## src/sv/swa_pkg.sv

```systemverilog
// shared constants, divider stage type and window helper for the sliding window average
`timescale 1ns / 1ps

package swa_pkg;

  localparam int WINDOW_MAX  = 64;
  localparam int SAMPLE_BITS = 16;
  localparam int PTR_BITS    = $clog2(WINDOW_MAX);
  localparam int WIN_BITS    = PTR_BITS + 1;
  localparam int SUM_BITS    = SAMPLE_BITS + PTR_BITS;
  localparam int DIV_STAGES  = SUM_BITS;

  // one slot of the divider chain: control, carried result and partial quotient
  typedef struct packed {
    logic                       valid;
    logic                       neg;
    logic signed [SUM_BITS-1:0] sum;
    logic [WIN_BITS-1:0]        div;
    logic [WIN_BITS-1:0]        rem;
    logic [SUM_BITS-1:0]        dq;
  } div_stage_t;

  // zero acts as one, anything above the line length is clipped
  function automatic logic [WIN_BITS-1:0] eff_window(input logic [WIN_BITS-1:0] raw);
    logic [WIN_BITS-1:0] w;
    w = raw;
    if (raw == '0) begin
      w = WIN_BITS'(1);
    end else if (raw > WIN_BITS'(WINDOW_MAX)) begin
      w = WIN_BITS'(WINDOW_MAX);
    end
    return w;
  endfunction

endpackage

```

## src/sv/sliding_window_average.sv

```systemverilog
// top level of the sliding window average: delay line, running sum, divider chain
`timescale 1ns / 1ps

// Moving average over the last window_size samples (1..64, zero acts as one,
// larger values act as 64). Each item carries a signed 16-bit sample and a
// restart flag; a restart clears the fill count and running sum before the sample
// is taken. No result comes out until window_size samples of the current sequence
// have arrived; after that every item gives one result with the window sum and the
// sum divided by the window size, truncated toward zero. Writing window_size also
// starts a new sequence; write it only while the block is idle. The block takes one
// item per cycle while in_stall is low: the delay line and running sum are updated
// once per item, and the division runs down a chain of 22 one-bit cells. Each
// result passes the front register, loaded at the accepting edge, then the 22
// divider cells, then the output register. in_stall is high exactly while a
// result waits stalled at the output; the whole pipe freezes then. No memory
// clearing after reset.

module sliding_window_average import swa_pkg::*; (
  input  logic                          clk,
  input  logic                          rst,
  // sample items
  input  logic                          in_valid,
  output logic                          in_stall,
  input  logic signed [SAMPLE_BITS-1:0] sample,
  input  logic                          restart,
  // result items
  output logic                          out_valid,
  input  logic                          out_stall,
  output logic signed [SAMPLE_BITS-1:0] average,
  output logic signed [SUM_BITS-1:0]    window_sum,
  // window size register
  input  logic                          cfg_valid,
  output logic                          cfg_ready,
  input  logic [WIN_BITS-1:0]           window_size
);

  // pipeline advance: everything moves unless a result is stuck at the output
  logic en;
  logic accept;
  logic cfg_wr;

  // front end state
  logic [WIN_BITS-1:0]        wsel;
  logic [WIN_BITS-1:0]        fill;
  logic signed [SUM_BITS-1:0] run_sum;
  logic [PTR_BITS-1:0]        w_m1;

  // front end next values
  logic [WIN_BITS-1:0]        fill_base;
  logic signed [SUM_BITS-1:0] sum_base;
  logic signed [SUM_BITS-1:0] sub_ext;
  logic signed [SUM_BITS-1:0] sample_ext;
  logic signed [SUM_BITS-1:0] sum_next;
  logic [WIN_BITS-1:0]        fill_next;
  logic                       has_result;

  // delay line: tap[0] holds the sample that entered window-size items ago
  logic signed [SAMPLE_BITS-1:0] tap [WINDOW_MAX];

  // divider chain
  div_stage_t fe;
  div_stage_t div_in;
  div_stage_t stg [DIV_STAGES+1];
  div_stage_t last;

  logic [SUM_BITS-1:0] avg_full;

  assign en        = !(out_valid && out_stall);
  assign in_stall  = !en;
  assign accept    = in_valid && en;
  assign cfg_ready = 1'b1;
  assign cfg_wr    = cfg_valid && cfg_ready;

  assign w_m1 = PTR_BITS'(wsel - WIN_BITS'(1));

  // running sum update: drop the oldest once the window is full, add the new one
  always_comb begin
    fill_base  = restart ? '0 : fill;
    sum_base   = restart ? '0 : run_sum;
    sub_ext    = (fill_base >= wsel) ? {{PTR_BITS{tap[0][SAMPLE_BITS-1]}}, tap[0]} : '0;
    sample_ext = {{PTR_BITS{sample[SAMPLE_BITS-1]}}, sample};
    sum_next   = sum_base - sub_ext + sample_ext;
    fill_next  = (fill_base < wsel) ? fill_base + WIN_BITS'(1) : fill_base;
    has_result = (fill_next == wsel);
  end

  always_ff @(posedge clk) begin
    if (rst) begin
      wsel     <= WIN_BITS'(1);
      fill     <= '0;
      run_sum  <= '0;
      fe.valid <= 1'b0;
    end else begin
      if (cfg_wr) begin
        // new size starts a new sequence
        wsel    <= eff_window(window_size);
        fill    <= '0;
        run_sum <= '0;
      end else if (accept) begin
        fill    <= fill_next;
        run_sum <= sum_next;
      end
      if (en) begin
        fe.valid <= accept && has_result;
        fe.neg   <= sum_next[SUM_BITS-1];
        fe.sum   <= sum_next;
        fe.div   <= wsel;
        fe.rem   <= '0;
        fe.dq    <= '0;
      end
    end
  end

  // new sample enters at cell window-1 and walks down toward cell 0
  for (genvar i = 0; i < WINDOW_MAX; i++) begin : g_tap
    logic signed [SAMPLE_BITS-1:0] upper;
    if (i == WINDOW_MAX - 1) begin : g_top
      assign upper = sample;
    end else begin : g_mid
      assign upper = tap[i+1];
    end
    swa_tap_cell u_tap (
      .clk       (clk),
      .shift     (accept),
      .load_new  (w_m1 == PTR_BITS'(i)),
      .new_sample(sample),
      .upper     (upper),
      .q         (tap[i])
    );
  end

  // divider works on the magnitude; sign is restored at the end
  always_comb begin
    div_in     = fe;
    div_in.dq  = fe.neg ? SUM_BITS'(-fe.sum) : SUM_BITS'(fe.sum);
    div_in.rem = '0;
  end

  assign stg[0] = div_in;

  for (genvar k = 0; k < DIV_STAGES; k++) begin : g_div
    swa_div_cell u_div (
      .clk(clk),
      .rst(rst),
      .en (en),
      .d  (stg[k]),
      .q  (stg[k+1])
    );
  end

  assign last     = stg[DIV_STAGES];
  assign avg_full = last.neg ? (~last.dq + SUM_BITS'(1)) : last.dq;

  // output register
  always_ff @(posedge clk) begin
    if (rst) begin
      out_valid <= 1'b0;
    end else if (en) begin
      out_valid  <= last.valid;
      average    <= avg_full[SAMPLE_BITS-1:0];
      window_sum <= last.sum;
    end
  end

endmodule

```

## src/sv/swa_tap_cell.sv

```systemverilog
// one cell of the variable-length sample delay line
`timescale 1ns / 1ps

module swa_tap_cell import swa_pkg::*; (
  input  logic                          clk,
  input  logic                          shift,
  input  logic                          load_new,
  input  logic signed [SAMPLE_BITS-1:0] new_sample,
  input  logic signed [SAMPLE_BITS-1:0] upper,
  output logic signed [SAMPLE_BITS-1:0] q
);

  always_ff @(posedge clk) begin
    if (shift) begin
      q <= load_new ? new_sample : upper;
    end
  end

endmodule

```

## src/sv/swa_div_cell.sv

```systemverilog
// one restoring-division cell: settles one quotient bit per item passing through
`timescale 1ns / 1ps

module swa_div_cell import swa_pkg::*; (
  input  logic       clk,
  input  logic       rst,
  input  logic       en,
  input  div_stage_t d,
  output div_stage_t q
);

  logic [WIN_BITS:0] trial;
  logic [WIN_BITS:0] diff;
  logic              fits;
  div_stage_t        nxt;

  always_comb begin
    trial    = {d.rem, d.dq[SUM_BITS-1]};
    diff     = trial - {1'b0, d.div};
    fits     = (trial >= {1'b0, d.div});
    nxt      = d;
    nxt.rem  = fits ? diff[WIN_BITS-1:0] : trial[WIN_BITS-1:0];
    nxt.dq   = {d.dq[SUM_BITS-2:0], fits};
  end

  always_ff @(posedge clk) begin
    if (rst) begin
      q.valid <= 1'b0;
    end else if (en) begin
      q <= nxt;
    end
  end

endmodule

```

## config.mk

```make
export PLATFORM = sky130hd
export DESIGN_NAME = sliding_window_average
export DESIGN_NICKNAME = d
export VERILOG_FILES = /design/src/sv/swa_pkg.sv /design/src/sv/sliding_window_average.sv /design/src/sv/swa_tap_cell.sv /design/src/sv/swa_div_cell.sv
export SDC_FILE = /design/constraint.sdc
export NUM_CORES = 2
export LEC_CHECK = 0
export BUFFER_PORTS_ARGS = -buffer_cell sky130_fd_sc_hd__buf_2
export CAP_MARGIN = 30
export CORE_ASPECT_RATIO = 1.1
export CORE_MARGIN = 1.5
export CORE_UTILIZATION = 60
export DETAILED_ROUTE_END_ITERATION = 10
export GPL_TIMING_DRIVEN = 1
export MAX_ROUTING_LAYER = met4
export PLACE_DENSITY_LB_ADDON = 0.25
export SYNTH_ARGS = -nofsm -noshare
export SYNTH_HDL_FRONTEND = slang
export SYNTH_HIERARCHICAL = 1
export SYNTH_SLANG_ARGS = --single-unit
```

## constraint.sdc

```tcl
create_clock -name clk -period 41.1 [get_ports clk]
set_clock_uncertainty 0.15 [all_clocks]
set_input_delay 6.165 -clock clk [delete_from_list [all_inputs] [get_ports clk]]
set_output_delay 6.165 -clock clk [all_outputs]
set_load 0.01 [all_outputs]
```

# Word level (Yosys, flattened, before mapping)
# Index checks and enable logic that the tools add are counted.
dict set report word_totals {
  reg_bits 2430
  inputBits 29
  out_inout_bits 41
  wordCells 423
}
dict set report classes {
  addsub 27
  order_cmp 25
  eq_ne 63
  muxes 92
  n_bitwise 3
  reduce_logical 8
}
# op n
set op_table {}
lappend op_table {{$mux 16} 64}
lappend op_table {{$eq 6x6->1 const B} 31}
lappend op_table {{$ge 8x7->1} 21}
lappend op_table {{$mux 7} 24}
lappend op_table {{$sub 7x7->7} 20}
lappend op_table {{$eq 6x5->1 const B} 16}
lappend op_table {{$mux 22} 3}
lappend op_table {{$eq 6x4->1 const B} 8}
lappend op_table {{$eq 6x3->1 const B} 4}
lappend op_table {{$add 22x16->22} 1}
lappend op_table {{$neg 22->22} 1}
lappend op_table {{$sub 22x22->22} 1}
lappend op_table {{$add 16x1->16 const B} 1}
lappend op_table {{$not 16->16} 1}
lappend op_table {{$eq 6x2->1 const B} 2}
lappend op_table {{$add 7x1->7 const B} 1}
lappend op_table {{$eq 7x7->1} 1}
lappend op_table {{$ge 1x7->1} 1}
lappend op_table {{$ge 7x7->1} 1}
lappend op_table {{$gt 7x7->1 const B} 1}
lappend op_table {{$logic_not 7->1} 1}
lappend op_table {{$lt 7x7->1} 1}
lappend op_table {{$sub 1x7->7} 1}
lappend op_table {{$eq 6x1->1 const B} 1}
lappend op_table {{other kinds (8)} 11}

# Longest topological paths before layout
dict set report logic_depth {
  ltp_word 5
  mapped_depth 25
  mapped_depth_nobuf 21
}

# Modules after synthesis
# Netlist, hierarchy kept.
# module n_inst cells_each area_each_um2 seq_area_each_um2
set modules_own_cells {}
lappend modules_own_cells {swa_tap_cell 64 34 729.4 480.5}
lappend modules_own_cells {{swa_div_cell at g_div[0].u_div ...} 20 121 2275.9 1791.7}
lappend modules_own_cells {sliding_window_average 1 827 7235.7 2772.7}
lappend modules_own_cells {{swa_div_cell at g_div[5].u_div ...} 2 121 2255.9 1791.7}

# Worst setup path before layout
# OpenSTA, ideal clock, no wires.
dict set report synth_timing {
  path_kind {input port to flip-flop}
  startpoint {input port out_stall}
  endpoint {register g_tap[0].u_tap.q[0] (enable)}
  setup_time_ps 1783
  t_arrival_ps 35310
  required_time_ps 39167
  path_slack_ps 3857
  stages 5
  path_buffers 2
  path_cell_list {nand2_1 > nand2_1 > inv_1 > clkbuf_1 > buf_1}
}
dict set report synth_between {
  elab_chain_len 3
}
# item line_no
set synth_lines {}
lappend synth_lines {{start: declaration} sliding_window_average.sv:28} ;# input logic out_stall,
lappend synth_lines {{$logic_and 1x1->1} sliding_window_average.sv:68} ;# assign en = !(out_valid && out_stall);
lappend synth_lines {{$logic_not 1->1} sliding_window_average.sv:68}
lappend synth_lines {{$logic_and 1x1->1} sliding_window_average.sv:70} ;# assign accept = in_valid && en;
lappend synth_lines {{via accept} sliding_window_average.sv:39} ;# logic accept;
lappend synth_lines {{end signal: assignment} swa_tap_cell.sv:15} ;# q <= load_new ? new_sample : upper;
lappend synth_lines {{end: declaration} swa_tap_cell.sv:10} ;# output logic signed [SAMPLE_BITS-1:0] q
# The timed path passes the listed nets, and every way through them passes these cells.
# A chain may end at the register's enable or synchronous reset.

# Worst setup path after layout
dict set report layout_timing {
  startpoint {input port out_stall}
  endpoint {output port in_stall}
}
dict set report layout_between {
  elab_chain_len 1
}
# item line_no
set layout_lines {}
lappend layout_lines {{$logic_and 1x1->1} sliding_window_average.sv:68}
lappend layout_lines {{end: declaration} sliding_window_average.sv:23} ;# output logic in_stall,
# Every way passes these cells.

==> impl_metrics.yaml <==
status:
  status: "finished, final reports clean"
route:
  drt_iter0_drc: 3219
  vias_per_cell: 5.65
  dr.pass1.iters: 5
  drc: 0
  wl_per_cell_um: 20.6
  drtAntennaViolNets: 0
  vias: 46100
  wirelength_um: 168000
power:
  combPwrFrac: 0.169
  power.switching_mw: 1.50
  netSwitchingFraction: 0.250
  p_leak_nw: 40.4
  p_int_mw: 4.49
  clock_power_share: 0.329
  p_seq_frac: 0.502
  power.density_nw_per_um2: 54.7
  peakVddDrop_mv: 0.0463
finish:
  num_antenna_cells: 0
  layout_commonest_cell: "edfxtp_1"
  nets: 6019
  post-route-cell-area_um2: 109000
  final_cell_mix: "edfxtp_1 (2258), mux2_4 (737), mux2_2 (384)"
  drive_gt1_frac: 0.306
  area_growth_pct: 9.65
synth:
  synthCells: 5505
  postSynthAreaPerCell_um2: 18.1
  ys_warn_count: 6
  syn_area_um2: 99800
clocking:
  insertion_delay_ns: 0.88
  cts.sinks: 2318
  cts_buffer_depth: 3
  htreeDepth: 4
  cts_tree: "built"
  clk_pin_slew_ns: 0.06
  cts_post_setup_buffers_inserted: 0
  ctsResizeCount: 0
  cts_root_buf: "clkbuf_16"
  hold_buffers: 0
  cts_buffers: 217
job:
  max-cap-violations: 0
floorplanning:
  die_w_um: 392
  initial_core_util: 0.606
  fp.dieH_um: 431
  pin_count: 70
  core-area_um2: 165000
  std_cell_rows: 156
  dieArea_um2: 169000
global_route:
  grt_pass1_wl_um: 266000
  grt_use_met2: 0.332
  antenna_found_initial: 1
  grt_use_met1: 0.277
  grtUsageTotal: 0.207
  grt_pass1_vias: 46800
  grt-busiest-layer: "met2"
  grt_max_degree: 194
  globalRouteOverflowTotal: 0
  use_met3: 0.0335
setup_path:
  critPathKind: "in -> out"
  critPathRequiredTime_ns: 34.78
  startpoint_type: "primary input"
  cp.arrival_ns: 7.28
  crit_fanout: 47
  worstSetupEndpointType: "output pin"
timing:
  worstMarginPinSlew_ns: 1.17
  timing.fmax_mhz: 73.6
  setup_tns_ns: 0
  rsz0062_at_grt: "false"
  max_slew_margin: 0.221
  setup_viol: 0
  slew_viol_final: 0
  finalHoldViolCount: 0
  period_minus_slack_ns: 13.59
  period_share: 0.331
placed_design:
  port_buffers: 68
  gp_congestion: 0.848
  hpwlAfterDp_um: 101000
  placed_cell_area_um2: 102000
hold_path:
  hold_path_class: "reg -> reg"
==> per-stage QoR <==
step	total power [mW]	cells	hold WS, ns	util	setup slack [ns]
after global placement	4.01	7738	0.250	0.619	27.53
after global routing	6.24	8157	0.231	0.664	27.39
after CTS	6.04	8154	0.227	0.664	27.48
final	5.98	8157	0.229	0.664	27.51
after floorplan	3.88	5517	0.250	-	3.86
after detailed placement	4.05	7752	0.255	0.620	27.48
==> state kept, by name, indices dropped and copies added, names as in the netlist <==
signal and cells:
fill 7, g_div.u_div/q 1189, run_sum 22, out_valid 1, g_tap.u_tap/q 1024, average 16
div_in 30, wsel 7, window_sum 22
==> power groups by stage <==
stage / Combinational, mW / Sequential [mW] / Clock (mW)
4_1_cts: 1.01 / 3.01 / 2.02
3_5_place_dp: 0.999 / 3.05 / 0
6_report: 1.01 / 3.00 / 1.97
2_1_floorplan: 0.816 / 3.07 / 0
3_3_place_gp: 0.961 / 3.04 / 0
5_1_grt: 1.10 / 3.02 / 2.11
==> final cells by class <==
class	instances	area, um2
well taps	2212	2770
fillers	10800	55300
multi-input cells	2732	27800
inverters	296	1120
clock inverters	135	1460
clock buffers	267	5670
repair buffers	197	1580
flip-flops and latches	2318	69000
==> path summary, 6_finish.rpt <==
| kind | start | end | slack, ns | depth (start not counted) |
|---|---|---|---|---|
| worst max-delay path | out_stall | in_stall | 27.51 | 5 |
| worst min-delay path | g_div[7].u_div/q[1] | g_div[8].u_div/q[2] | 0.23 | 0 |
| worst max register to register | wsel[4] | div_in[56] | 34.85 | 23 |
| worst min register to register | g_div[7].u_div/q[1] | g_div[8].u_div/q[2] | 0.23 | 0 |
==> critical path: stages <==
cell     delay [ns]
buf_2          0.11
nand2_2        0.05
buf_4          0.53
inv_1          0.22
buf_2          0.20
==> per-layer routing <==
metal  wire, um  vias up
li1           -    21400
met1      73400    23400
met2      83600      951
met3       7410      280
met4       3710        0
met5          0        -
Note: power is estimated with default switching activity, not from simulation.
